===== src/rtl/omp_pkg.sv =====
// Shared types and constants for the offline mail packet parser.
// No dependencies; imported by omp_parse, omp_out_reg and the top level.
package omp_pkg;

    typedef enum logic [1:0] {
        KIND_CHAR     = 2'd0,
        KIND_MSG_DONE = 2'd1,
        KIND_PKT_DONE = 2'd2,
        KIND_PKT_ERR  = 2'd3
    } result_kind_t;

    typedef enum logic [1:0] {
        FIELD_TO      = 2'd0,
        FIELD_FROM    = 2'd1,
        FIELD_SUBJECT = 2'd2,
        FIELD_BODY    = 2'd3
    } text_field_t;

    // Offsets within a 128-byte block
    localparam logic [6:0] BLOCK_LAST     = 7'd127;
    localparam logic [6:0] HDR_TEXT_START = 7'd21;
    localparam logic [6:0] HDR_FROM_START = 7'd46;
    localparam logic [6:0] HDR_SUBJ_START = 7'd71;
    localparam logic [6:0] HDR_TEXT_END   = 7'd96;
    localparam logic [6:0] NUM_START      = 7'd1;
    localparam logic [6:0] NUM_END        = 7'd8;
    localparam logic [6:0] CNT_START      = 7'd116;
    localparam logic [6:0] CNT_END        = 7'd122;
    localparam logic [6:0] CONF_LO        = 7'd123;
    localparam logic [6:0] CONF_HI        = 7'd124;

    localparam logic [7:0] EOL_MARK   = 8'hE3;
    localparam logic [7:0] SUB_CHAR   = 8'h1A;
    localparam logic [7:0] CHAR_LF    = 8'h0A;
    localparam logic [7:0] CHAR_SPACE = 8'h20;
    localparam logic [7:0] CHAR_NUL   = 8'h00;
    localparam logic [7:0] CHAR_ZERO  = 8'h30;
    localparam logic [7:0] CHAR_NINE  = 8'h39;

    localparam logic [23:0] COUNT_MAX = 24'hFFFFFF;

    typedef struct packed {
        result_kind_t kind;
        logic [7:0]   char_value;
        text_field_t  text_field;
        logic [12:0]  char_position;
        logic [23:0]  message_number;
        logic [15:0]  conference;
        logic [12:0]  body_length;
        logic [4:0]   to_length;
        logic [4:0]   from_length;
        logic [4:0]   subject_length;
        logic [23:0]  message_count;
    } result_t;

endpackage


===== src/rtl/omp_parse.sv =====
// Packet parse state and next-state logic: one byte per accepted word.
// Depends on omp_pkg; produces a result_t and an emit strobe for each word that yields a result.
module omp_parse #(
    parameter int BODY_CAPACITY = 8192
) (
    input  logic            clk,
    input  logic            rst_n,
    input  logic            take,
    input  logic [7:0]      byte_value,
    input  logic            end_of_input,
    output logic            emit,
    output omp_pkg::result_t res
);
    import omp_pkg::*;

    localparam int PosW = $clog2(BODY_CAPACITY);
    localparam logic [PosW-1:0] POS_LIMIT = PosW'(BODY_CAPACITY - 1);

    typedef enum logic [1:0] {
        PH_SKIP   = 2'd0,
        PH_HEADER = 2'd1,
        PH_TEXT   = 2'd2
    } phase_t;

    phase_t          phase_reg, phase_next;
    logic [6:0]      offset_reg, offset_next;
    logic [19:0]     blocks_left_reg, blocks_left_next;
    logic [19:0]     count_acc_reg, count_acc_next;
    logic [23:0]     number_acc_reg, number_acc_next;
    logic            num_stop_reg, num_stop_next;
    logic            cnt_stop_reg, cnt_stop_next;
    logic [15:0]     conf_reg, conf_next;
    logic [PosW-1:0] body_pos_reg, body_pos_next;
    logic [PosW-1:0] body_kept_reg, body_kept_next;
    logic [4:0]      to_len_reg, to_len_next;
    logic [4:0]      from_len_reg, from_len_next;
    logic [4:0]      subj_len_reg, subj_len_next;
    logic [23:0]     msg_seen_reg, msg_seen_next;
    logic            error_reg, error_next;

    logic        is_digit;
    logic [3:0]  digit;
    text_field_t hdr_field;
    logic [4:0]  hdr_pos;
    logic [7:0]  body_char;
    logic        stored;
    logic [19:0] blocks_dec;

    assign is_digit  = (byte_value >= CHAR_ZERO) && (byte_value <= CHAR_NINE);
    assign digit     = byte_value[3:0];
    assign body_char = (byte_value == EOL_MARK) ? CHAR_LF : byte_value;
    assign stored    = body_pos_reg < POS_LIMIT;
    assign blocks_dec = blocks_left_reg - 20'd1;

    // Split the header text window into To, From and Subject
    always_comb
    begin
        if (offset_reg < HDR_FROM_START)
        begin
            hdr_field = FIELD_TO;
            hdr_pos   = 5'(offset_reg - HDR_TEXT_START);
        end
        else if (offset_reg < HDR_SUBJ_START)
        begin
            hdr_field = FIELD_FROM;
            hdr_pos   = 5'(offset_reg - HDR_FROM_START);
        end
        else
        begin
            hdr_field = FIELD_SUBJECT;
            hdr_pos   = 5'(offset_reg - HDR_SUBJ_START);
        end
    end

    always_comb
    begin
        phase_next       = phase_reg;
        offset_next      = offset_reg;
        blocks_left_next = blocks_left_reg;
        count_acc_next   = count_acc_reg;
        number_acc_next  = number_acc_reg;
        num_stop_next    = num_stop_reg;
        cnt_stop_next    = cnt_stop_reg;
        conf_next        = conf_reg;
        body_pos_next    = body_pos_reg;
        body_kept_next   = body_kept_reg;
        to_len_next      = to_len_reg;
        from_len_next    = from_len_reg;
        subj_len_next    = subj_len_reg;
        msg_seen_next    = msg_seen_reg;
        error_next       = error_reg;
        emit             = 1'b0;
        res              = '0;

        if (end_of_input)
        begin
            emit = 1'b1;
            if (error_reg || (phase_reg != PH_HEADER) || (offset_reg != 7'd0))
            begin
                res.kind = KIND_PKT_ERR;
            end
            else
            begin
                res.kind          = KIND_PKT_DONE;
                res.message_count = msg_seen_reg;
            end
            // return to the reset state
            phase_next       = PH_SKIP;
            offset_next      = '0;
            blocks_left_next = '0;
            count_acc_next   = '0;
            number_acc_next  = '0;
            num_stop_next    = 1'b0;
            cnt_stop_next    = 1'b0;
            conf_next        = '0;
            body_pos_next    = '0;
            body_kept_next   = '0;
            to_len_next      = '0;
            from_len_next    = '0;
            subj_len_next    = '0;
            msg_seen_next    = '0;
            error_next       = 1'b0;
        end
        else if (!error_reg)
        begin
            unique case (phase_reg)
                PH_HEADER:
                begin
                    if (offset_reg == 7'd0)
                    begin
                        count_acc_next  = '0;
                        number_acc_next = '0;
                        num_stop_next   = 1'b0;
                        cnt_stop_next   = 1'b0;
                        conf_next       = '0;
                        to_len_next     = '0;
                        from_len_next   = '0;
                        subj_len_next   = '0;
                    end
                    if ((offset_reg >= NUM_START) && (offset_reg < NUM_END) && !num_stop_reg)
                    begin
                        if (is_digit)
                            number_acc_next = (number_acc_reg << 3) + (number_acc_reg << 1)
                                              + 24'(digit);
                        else if (byte_value != CHAR_SPACE)
                            num_stop_next = 1'b1;
                    end
                    if ((offset_reg >= CNT_START) && (offset_reg < CNT_END) && !cnt_stop_reg)
                    begin
                        if (is_digit)
                            count_acc_next = (count_acc_reg << 3) + (count_acc_reg << 1)
                                             + 20'(digit);
                        else if (byte_value != CHAR_SPACE)
                            cnt_stop_next = 1'b1;
                    end
                    if (offset_reg == CONF_LO)
                        conf_next[7:0] = byte_value;
                    if (offset_reg == CONF_HI)
                        conf_next[15:8] = byte_value;

                    if (offset_reg == BLOCK_LAST)
                    begin
                        offset_next    = '0;
                        body_pos_next  = '0;
                        body_kept_next = '0;
                        if (count_acc_reg == 20'd0)
                        begin
                            error_next = 1'b1;
                        end
                        else if (count_acc_reg == 20'd1)
                        begin
                            emit = 1'b1;
                            if (msg_seen_reg != COUNT_MAX)
                                msg_seen_next = msg_seen_reg + 24'd1;
                            res.kind           = KIND_MSG_DONE;
                            res.message_number = number_acc_reg;
                            res.conference     = conf_reg;
                            res.to_length      = to_len_reg;
                            res.from_length    = from_len_reg;
                            res.subject_length = subj_len_reg;
                        end
                        else
                        begin
                            blocks_left_next = count_acc_reg - 20'd1;
                            phase_next       = PH_TEXT;
                        end
                    end
                    else
                    begin
                        offset_next = offset_reg + 7'd1;
                        if ((offset_reg >= HDR_TEXT_START) && (offset_reg < HDR_TEXT_END))
                        begin
                            emit               = 1'b1;
                            res.kind           = KIND_CHAR;
                            res.char_value     = byte_value;
                            res.text_field     = hdr_field;
                            res.char_position  = 13'(hdr_pos);
                            if ((byte_value != CHAR_SPACE) && (byte_value != CHAR_NUL))
                            begin
                                unique case (hdr_field)
                                    FIELD_TO:      to_len_next   = hdr_pos + 5'd1;
                                    FIELD_FROM:    from_len_next = hdr_pos + 5'd1;
                                    FIELD_SUBJECT: subj_len_next = hdr_pos + 5'd1;
                                    default:       subj_len_next = subj_len_reg;
                                endcase
                            end
                        end
                    end
                end

                PH_TEXT:
                begin
                    if (stored)
                    begin
                        if ((body_char != CHAR_SPACE) && (body_char != SUB_CHAR) &&
                            (body_char != CHAR_LF) && (body_char != CHAR_NUL))
                            body_kept_next = body_pos_reg + PosW'(1);
                        body_pos_next = body_pos_reg + PosW'(1);
                        emit              = 1'b1;
                        res.kind          = KIND_CHAR;
                        res.char_value    = body_char;
                        res.text_field    = FIELD_BODY;
                        res.char_position = 13'(body_pos_reg);
                    end
                    if (offset_reg == BLOCK_LAST)
                    begin
                        offset_next      = '0;
                        blocks_left_next = blocks_dec;
                        if (blocks_dec == 20'd0)
                        begin
                            // last byte of the message: fold it into message done
                            phase_next = PH_HEADER;
                            emit       = 1'b1;
                            if (msg_seen_reg != COUNT_MAX)
                                msg_seen_next = msg_seen_reg + 24'd1;
                            res.kind           = KIND_MSG_DONE;
                            res.message_number = number_acc_reg;
                            res.conference     = conf_reg;
                            res.body_length    = 13'(body_kept_next);
                            res.to_length      = to_len_reg;
                            res.from_length    = from_len_reg;
                            res.subject_length = subj_len_reg;
                        end
                    end
                    else
                    begin
                        offset_next = offset_reg + 7'd1;
                    end
                end

                default:
                begin
                    if (offset_reg == BLOCK_LAST)
                    begin
                        offset_next = '0;
                        phase_next  = PH_HEADER;
                    end
                    else
                    begin
                        offset_next = offset_reg + 7'd1;
                    end
                end
            endcase
        end
    end

    always_ff @(posedge clk or negedge rst_n)
    begin
        if (!rst_n)
        begin
            phase_reg       <= PH_SKIP;
            offset_reg      <= '0;
            blocks_left_reg <= '0;
            count_acc_reg   <= '0;
            number_acc_reg  <= '0;
            num_stop_reg    <= 1'b0;
            cnt_stop_reg    <= 1'b0;
            conf_reg        <= '0;
            body_pos_reg    <= '0;
            body_kept_reg   <= '0;
            to_len_reg      <= '0;
            from_len_reg    <= '0;
            subj_len_reg    <= '0;
            msg_seen_reg    <= '0;
            error_reg       <= 1'b0;
        end
        else if (take)
        begin
            phase_reg       <= phase_next;
            offset_reg      <= offset_next;
            blocks_left_reg <= blocks_left_next;
            count_acc_reg   <= count_acc_next;
            number_acc_reg  <= number_acc_next;
            num_stop_reg    <= num_stop_next;
            cnt_stop_reg    <= cnt_stop_next;
            conf_reg        <= conf_next;
            body_pos_reg    <= body_pos_next;
            body_kept_reg   <= body_kept_next;
            to_len_reg      <= to_len_next;
            from_len_reg    <= from_len_next;
            subj_len_reg    <= subj_len_next;
            msg_seen_reg    <= msg_seen_next;
            error_reg       <= error_next;
        end
    end

endmodule


===== src/rtl/omp_out_reg.sv =====
// Result register with valid/ready handshake toward the consumer.
// Depends on omp_pkg for result_t.
module omp_out_reg (
    input  logic             clk,
    input  logic             rst_n,
    input  logic             load,
    input  omp_pkg::result_t din,
    input  logic             result_ready,
    output logic             result_valid,
    output logic             free,
    output omp_pkg::result_t dout
);
    import omp_pkg::*;

    logic    valid_reg, valid_next;
    result_t data_reg;

    // free when empty or the held word leaves this cycle
    assign free = !valid_reg || result_ready;

    always_comb
    begin
        valid_next = valid_reg;
        if (load)
            valid_next = 1'b1;
        else if (result_ready)
            valid_next = 1'b0;
    end

    always_ff @(posedge clk or negedge rst_n)
    begin
        if (!rst_n)
            valid_reg <= 1'b0;
        else
            valid_reg <= valid_next;
    end

    always_ff @(posedge clk)
    begin
        if (load)
            data_reg <= din;
    end

    assign result_valid = valid_reg;
    assign dout         = data_reg;

endmodule


===== src/rtl/offline_mail_packet_parser.sv =====
// Top level of the offline mail packet parser (128-byte block message packets).
// Depends on omp_pkg, omp_parse and omp_out_reg.
//
//   channel   handshake                   payload
//   input     byte_valid / byte_ready     byte_value, end_of_input
//   result    result_valid / result_ready result_kind ... message_count
//
// One byte per cycle: the parse state updates at the accepting edge and the
// result, if any, lands in the result register at that same edge, so it is
// visible in the cycle after the byte. Reset clears all parse state and the
// result valid flag. Input stalls only while a held result is not taken.
module offline_mail_packet_parser #(
    parameter int BODY_CAPACITY = 8192
) (
    input  logic        clk,
    input  logic        rst_n,
    input  logic        byte_valid,
    output logic        byte_ready,
    input  logic [7:0]  byte_value,
    input  logic        end_of_input,
    output logic        result_valid,
    input  logic        result_ready,
    output logic [1:0]  result_kind,
    output logic [7:0]  char_value,
    output logic [1:0]  text_field,
    output logic [12:0] char_position,
    output logic [23:0] message_number,
    output logic [15:0] conference,
    output logic [12:0] body_length,
    output logic [4:0]  to_length,
    output logic [4:0]  from_length,
    output logic [4:0]  subject_length,
    output logic [23:0] message_count
);
    import omp_pkg::*;

    logic    take;
    logic    emit;
    logic    free;
    result_t res;
    result_t held;

    assign byte_ready = free;
    assign take       = byte_valid && free;

    omp_parse #(
        .BODY_CAPACITY(BODY_CAPACITY)
    ) u_parse (
        .clk          (clk),
        .rst_n        (rst_n),
        .take         (take),
        .byte_value   (byte_value),
        .end_of_input (end_of_input),
        .emit         (emit),
        .res          (res)
    );

    omp_out_reg u_out (
        .clk          (clk),
        .rst_n        (rst_n),
        .load         (take && emit),
        .din          (res),
        .result_ready (result_ready),
        .result_valid (result_valid),
        .free         (free),
        .dout         (held)
    );

    assign result_kind    = held.kind;
    assign char_value     = held.char_value;
    assign text_field     = held.text_field;
    assign char_position  = held.char_position;
    assign message_number = held.message_number;
    assign conference     = held.conference;
    assign body_length    = held.body_length;
    assign to_length      = held.to_length;
    assign from_length    = held.from_length;
    assign subject_length = held.subject_length;
    assign message_count  = held.message_count;

endmodule


===== config.mk =====
export PLATFORM = sky130hd
export DESIGN_NAME = offline_mail_packet_parser
export DESIGN_NICKNAME = d
export VERILOG_FILES = /design/src/rtl/omp_pkg.sv /design/src/rtl/omp_parse.sv /design/src/rtl/omp_out_reg.sv /design/src/rtl/offline_mail_packet_parser.sv
export SDC_FILE = /design/constraint.sdc
export NUM_CORES = 1
export LEC_CHECK = 0
export BUFFER_PORTS_ARGS = -buffer_cell sky130_fd_sc_hd__buf_2
export CAP_MARGIN = 20
export CELL_PAD_IN_SITES_DETAIL_PLACEMENT = 1
export CELL_PAD_IN_SITES_GLOBAL_PLACEMENT = 2
export CORE_MARGIN = 4
export CORE_UTILIZATION = 35
export CTS_CLUSTER_SIZE = 10
export DETAILED_ROUTE_END_ITERATION = 12
export PLACE_DENSITY = 0.79
export SYNTH_ARGS = -nofsm -noshare
export SYNTH_HDL_FRONTEND = slang
export SYNTH_SLANG_ARGS = --single-unit

===== constraint.sdc =====
create_clock -name clk -period 10.5 [get_ports clk]
set_input_delay 0.525 -clock clk [delete_from_list [all_inputs] [get_ports clk]]
set_output_delay 0.525 -clock clk [all_outputs]
set_load 0.03 [all_outputs]

# == Word-level counts from Yosys, hierarchy flattened ==
# Cells that the tools add are included.
# op_classes
shifts,0
eq_ne,24
n_addsub,13
div,0
muxes,138
n_reduce_logical,45
bitwise_logic,4
magnitude_cmp,11
n_mul,0
# ops
cell,n
two-way mux 24 bit,14
two-way mux 20 bit,12
two-way mux 68 bit,2
case mux 65 bit (2 select lines),1
two-way mux 5 bit,25
two-way mux 40 bit,3
two-way mux 13 bit,9
two-way mux 93 bit,1
two-way mux 23 bit,3
two-way mux 16 bit,4
case mux 13 bit (2 select lines),2
case mux 24 bit (2 select lines),1
two-way mux 15 bit,3
logical NOT 20 bit,2
case mux 20 bit (2 select lines),1
subtractor 20 x 1 -> 20 bit (second input constant),2
two-way mux 1 bit,33
case mux 15 bit (2 select lines),1
two-way mux 2 bit,14
adder 24 x 1 -> 24 bit (second input constant),1
adder 24 bit,1
adder 24 x 4 -> 24 bit,1
two-way mux 8 bit,3
inequality test 24 bit (second input constant),1
other kinds (53),95
# totals
register_bits,275
word_cells,263
ram_bits,0
latchBits,0
romBits,0
input_bits,13
memories,0
output_inout_bits,119

# == Logic depth before layout (Yosys ltp) ==
# depth
ltp_word,13
depth_mapped,13
mapped_depth_nobuf,12

# == Modules after synthesis ==
# From an unflattened synthesis, not the netlist that was laid out.
# unflattened
cells_unflattened,1488
area_unflattened_um2,15195.8
# modules_own_cells
module,cells_each,area_each_um2,n_inst,seq_area_each_um2
omp_parse,1366,11622.4,1,3928.8
omp_out_reg,120,3560.9,1,3538.4
offline_mail_packet_parser,2,12.5,1,0.0

# == Worst setup path after synthesis ==
# OpenSTA, ideal clock, no wires.
# synth_path
path_kind,reg2reg
from,register u_parse.blocks_left_reg[10]
to,"register u_out.data_reg, in the netlist u_out.dout[0], enable pin"
arrival_time_ns,10.196
t_required_ns,9.764
synth_period_minus_slack_ns,10.932
slack_ns,-0.432
path_buffers,1
setup_time_ns,0.736
stages_incl_launch_ff,10
path_cell_list,dfrtp_1 > buf_6 > or4_4 > or3_4 > o32a_1 > o21ai_1 > nand2_1 > nor4_1 > nor4_1 > nor3_1
# synth_between
elab_chain_len,8
# synth_rtl
item,line,source
from (decl),omp_parse.sv:27,"logic [19:0] blocks_left_reg, blocks_left_next;"
from (signal assigned),omp_parse.sv:291,blocks_left_reg <= blocks_left_next;
subtractor 20 x 1 -> 20 bit,omp_parse.sv:53,assign blocks_dec = blocks_left_reg - 20'd1;
logical NOT 20 bit,omp_parse.sv:229,if (blocks_dec == 20'd0)
two-way mux 1 bit,omp_parse.sv:229,
two-way mux 1 bit,omp_parse.sv:225,if (offset_reg == BLOCK_LAST)
case mux 1 bit (2 select lines),omp_parse.sv:126,unique case (phase_reg)
two-way mux 1 bit,omp_parse.sv:124,else if (!error_reg)
two-way mux 1 bit,omp_parse.sv:95,if (end_of_input)
logical AND 1 bit,offline_mail_packet_parser.sv:61,".load (take && emit),"
named net u_out.load,omp_out_reg.sv:6,"input logic load,"
to (signal assigned),omp_out_reg.sv:41,data_reg <= din;
to (decl),omp_out_reg.sv:16,result_t data_reg;
# The timed path passes the listed nets, and every way through them passes these cells.
# A chain may end at the register's enable or synchronous reset.

# == Final worst setup path ==
# layout_path
from,register u_parse.blocks_left_reg[10]
to,"register u_out.data_reg, in the netlist u_out.dout[62], enable pin"
# Same word-level chain as after synthesis.

==> metrics.log <==
[metrics] outcome: complete, no violations
[metrics] count of max-cap constraint violations: 0
[metrics] hold bufs inserted after CTS: 0
[metrics] Die X-Extent: 216.7 microns
[metrics] most frequent cells in the layout: sky130_fd_sc_hd__dfrtp_1, sky130_fd_sc_hd__o21ai_0, sky130_fd_sc_hd__nor2_1, sky130_fd_sc_hd__nand2_1, sky130_fd_sc_hd__buf_2
[metrics] number of warnings reported in the yosys synthesis log: 0
[metrics] remaining antenna violation count after routing: 0
[metrics] cell count after synthesis: 1514
[metrics] half-perimeter wire length after placement: 30820 microns
[metrics] total CTS buffers: 36
[metrics] leading cell type in the layout, fill and taps excluded: sky130_fd_sc_hd__dfrtp_1
[metrics] Critical Path AT: 4.16 ns
[metrics] starting density of the core: 35.40%
[metrics] CP required: 10.63 ns
[metrics] Post-Syn Area: 0.01525 sq mm
[metrics] fraction of final layout cells sized beyond drive strength 1: 13.30%
[metrics] met2 wire length: 21040 microns
[metrics] element type at the critical path start: flip-flop
[metrics] most frequent cell on the critical path: sky130_fd_sc_hd__nor4_1
[metrics] sum of negative setup slack: 0 ns
[metrics] overall fraction of global-route tracks in use: 18.61%
[metrics] start-to-end type of the worst setup path: flip-flop to flip-flop
[metrics] total wire length after detailed routing: 43840 microns
[metrics] fraction of the yosys area taken by sequential cells: 48.97%
[metrics] highest-delay cell along the critical path: sky130_fd_sc_hd__buf_4
[metrics] DR vias: 12.03k
[metrics] design area: 0.01760 sq mm
[metrics] routed length on met1: 20450 microns
[metrics] synthesized netlist net count: 1624
[metrics] critical register-to-register path endpoint: u_out.dout[62]$_SDFFCE_PP0P_
[metrics] root buffer selected by CTS: sky130_fd_sc_hd__clkbuf_16
[metrics] Top FF cell, synth: sky130_fd_sc_hd__dfrtp_1
[metrics] Leakage: 7.716 nW
[metrics] Num Clock Sinks: 275
[metrics] Avg Synthesized Cell Area: 10.07 sq um
[metrics] register bit count reported by yosys: 275
[metrics] peak fanout along the critical path: 61
[metrics] asr flop ratio synth: 57.45%
[metrics] Final setup viols: 0
[metrics] setup repair after global routing missed its margin: false
[metrics] antenna violations before repair: 1
[metrics] number of endpoints with negative hold slack in the final report: 0
[metrics] clock latency reported for the late side of the worst-skew pair: 0.52 ns
[metrics] synthesis-to-layout area growth: 15.39%
[metrics] Remaining DRCs: 0
[metrics] metal3 WL: 1616 microns
[metrics] pwr/cell area: 194.1 mW/mm^2
[metrics] I/O pin count: 132
[metrics] height of the die: 216.7 microns
[metrics] I/O Buffers: 131
[metrics] global route total overflow: 0
[metrics] number of nets in the layout: 1746
[metrics] DRC marker count from the first detailed-route iteration: 709
[metrics] Worst R2R Path Depth: 9
[metrics] number of gates resized after cts: 0
[metrics] maximum ir drop on the vdd rail: 0.00008825 V
[metrics] count of flip-flops with a built-in enable after synthesis: 117
[metrics] cell-by-cell listing of the critical path: or4_4, or3_4, o32a_1, o21ai_1, nand2_1, nor4_1, nor4_1, nor3_4, buf_4
[metrics] number of placement rows: 76
[metrics] internal reg-to-reg setup slack: 6.47 ns
[metrics] final period demand of the worst path: 4.029 ns
[metrics] transition at the pin with the smallest max-transition slack: 1.009 ns
[metrics] clock transition at the registers of the reported paths: 0.06 ns
[metrics] Final Slew Violations: 0
[metrics] Cell Area, Placed: 0.01649 sq mm
[metrics] clock tree from TritonCTS: built
[metrics] highest clock frequency the design can meet: 0.2482 GHz
[metrics] flip-flop count of the largest register, all copies and words added: 117
[metrics] DP Cell Count: 2182
[metrics] post-route worst hold slack: 0.1696 ns
[metrics] Largest stage delay, worst path: 0.66 ns
[metrics] Cell variety after synth: 76
[metrics] final critical-path share of the clock period: 38.37%
[metrics] number of global-route vias before repair: 12.58k
[metrics] count of H-tree levels built during CTS: 2
[metrics] setup fix buffers added after clock tree synthesis: 0
[metrics] Reg2Reg Launch Point: u_parse.blocks_left_reg[10]$_DFFE_PN0P_
[metrics] number of fillers in the final layout: 4860
[metrics] global placer's final weighted congestion: 0.8582
[metrics] post-layout instance count excluding filler cells: 2248
[metrics] Setup crit end kind: flip-flop
[metrics] detail-routed net length per standard cell: 19.50 microns
[metrics] wire length of the first global-routing pass: 71120 microns
[metrics] maximum clock insertion buffer count: 3
[metrics] worst-case clock skew: 0.02578 ns
[metrics] uppermost signal routing layer after detailed routing: met4
[metrics] via density per instance: 5.350
[metrics] pin count of the biggest net entering global routing: 96
[metrics] relative slew slack: 32.74%
[metrics] gate family responsible for the most delay along the worst path: simple AND/OR/NAND/NOR gates
[metrics] worst hold path class: input pin to asynchronous set/reset pin
[metrics] floorplan die area: 0.04697 sq mm
[metrics] floorplan core area: 0.04308 sq mm
[metrics] detailed-routing iteration count for the pre-antenna-repair pass: 5
[metrics] sum of buffers and inverters on the critical path: 1
## how the worst max path moves through the flow
stage                                               end                                     from  slack, ns  cells past startpoint
final                      u_out.dout[62]$_SDFFCE_PP0P_  u_parse.blocks_left_reg[10]$_DFFE_PN0P_       6.47                      9
after floorplan             u_out.dout[0]$_SDFFCE_PP0P_  u_parse.blocks_left_reg[10]$_DFFE_PN0P_       3.16                      9
after CTS                  u_out.dout[26]$_SDFFCE_PP0P_   u_parse.blocks_left_reg[3]$_DFFE_PN0P_       6.10                      8
after global routing      u_out.dout[107]$_SDFFCE_PP0P_   u_parse.blocks_left_reg[3]$_DFFE_PN0P_       6.24                      9
after detailed placement   u_out.dout[56]$_SDFFCE_PP0P_   u_parse.blocks_left_reg[3]$_DFFE_PN0P_       6.11                      8
after global placement     u_out.dout[74]$_SDFFCE_PP0P_   u_parse.blocks_left_reg[3]$_DFFE_PN0P_       6.23                      8
## stage by stage
step	util (%)	total power, W	setup WS [ns]
after floorplan	-	0.002000	3.157
after global placement	38.28	0.002282	6.226
after detailed placement	38.28	0.002303	6.114
after CTS	40.80	0.003464	6.099
after global routing	40.85	0.003608	6.236
final	40.85	0.003414	6.471
## routing by layer
layer  GRT usage (%)  up-vias
li1                -     5720
met1           25.84     6086
met2           31.05      169
met3           2.468       51
met4           4.523        0
met5               0        -
## layout make-up
cell class	instances	area, sq um	area share, %
well taps	585	732.0	4.160
clock buffers	56	1017	5.781
repair buffers	148	802.0	4.558
flip-flops and latches	275	7467	42.44
multi-input cells	1136	7363	41.85
inverters	39	146.4	0.8320
diodes	1	2.502	0.01422
clock inverters	8	65.06	0.3698
## cells in the mapped netlist (10+ instances only)
cell / instances / area share, %
sky130_fd_sc_hd__nand4_1: 10 / 0.41
sky130_fd_sc_hd__nor2_1: 136 / 3.3
sky130_fd_sc_hd__a22o_1: 28 / 1.6
sky130_fd_sc_hd__nand3_1: 31 / 1.0
sky130_fd_sc_hd__clkbuf_1: 45 / 1.1
sky130_fd_sc_hd__and3_1: 27 / 1.1
sky130_fd_sc_hd__or3_1: 13 / 0.53
sky130_fd_sc_hd__a21o_1: 19 / 0.94
sky130_fd_sc_hd__o21ai_0: 148 / 4.9
sky130_fd_sc_hd__ha_1: 93 / 7.6
sky130_fd_sc_hd__nor4_1: 20 / 0.82
sky130_fd_sc_hd__xnor2_1: 40 / 2.3
sky130_fd_sc_hd__o21a_1: 10 / 0.49
sky130_fd_sc_hd__o31ai_1: 17 / 0.84
sky130_fd_sc_hd__a31oi_1: 12 / 0.49
sky130_fd_sc_hd__a21oi_1: 52 / 1.7
sky130_fd_sc_hd__buf_2: 10 / 0.33
sky130_fd_sc_hd__nand2_1: 136 / 3.3
sky130_fd_sc_hd__dfrtp_1: 158 / 26
sky130_fd_sc_hd__edfxtp_1: 117 / 23
sky130_fd_sc_hd__xor2_1: 57 / 3.3
sky130_fd_sc_hd__and2_1: 89 / 3.7
sky130_fd_sc_hd__inv_1: 38 / 0.94
sky130_fd_sc_hd__nor3_1: 45 / 1.5
sky130_fd_sc_hd__a211oi_1: 13 / 0.64
## power by group
part,internal [W],switching [W],total [W]
Clock,0.000688,0.000453,0.00114
Combinational,0.000238,0.000650,0.000887
Sequential,0.00128,0.000108,0.00139
Total,0.00220,0.00121,0.00341
## logic make-up (layout without fill, tap and decap cells)
logic type	Yosys count	count (layout)	synth area share, %
compound gates	370	370	15.31
xor+xnor	97	97	5.572
fa+ha+maj	97	97	8.156
buf+inv	103	251	2.839
flops	275	275	48.97
mux	8	8	0.5498
other cells	0	1	0
simple gates	564	564	18.60
Note: power is estimated with default switching activity, not from simulation.
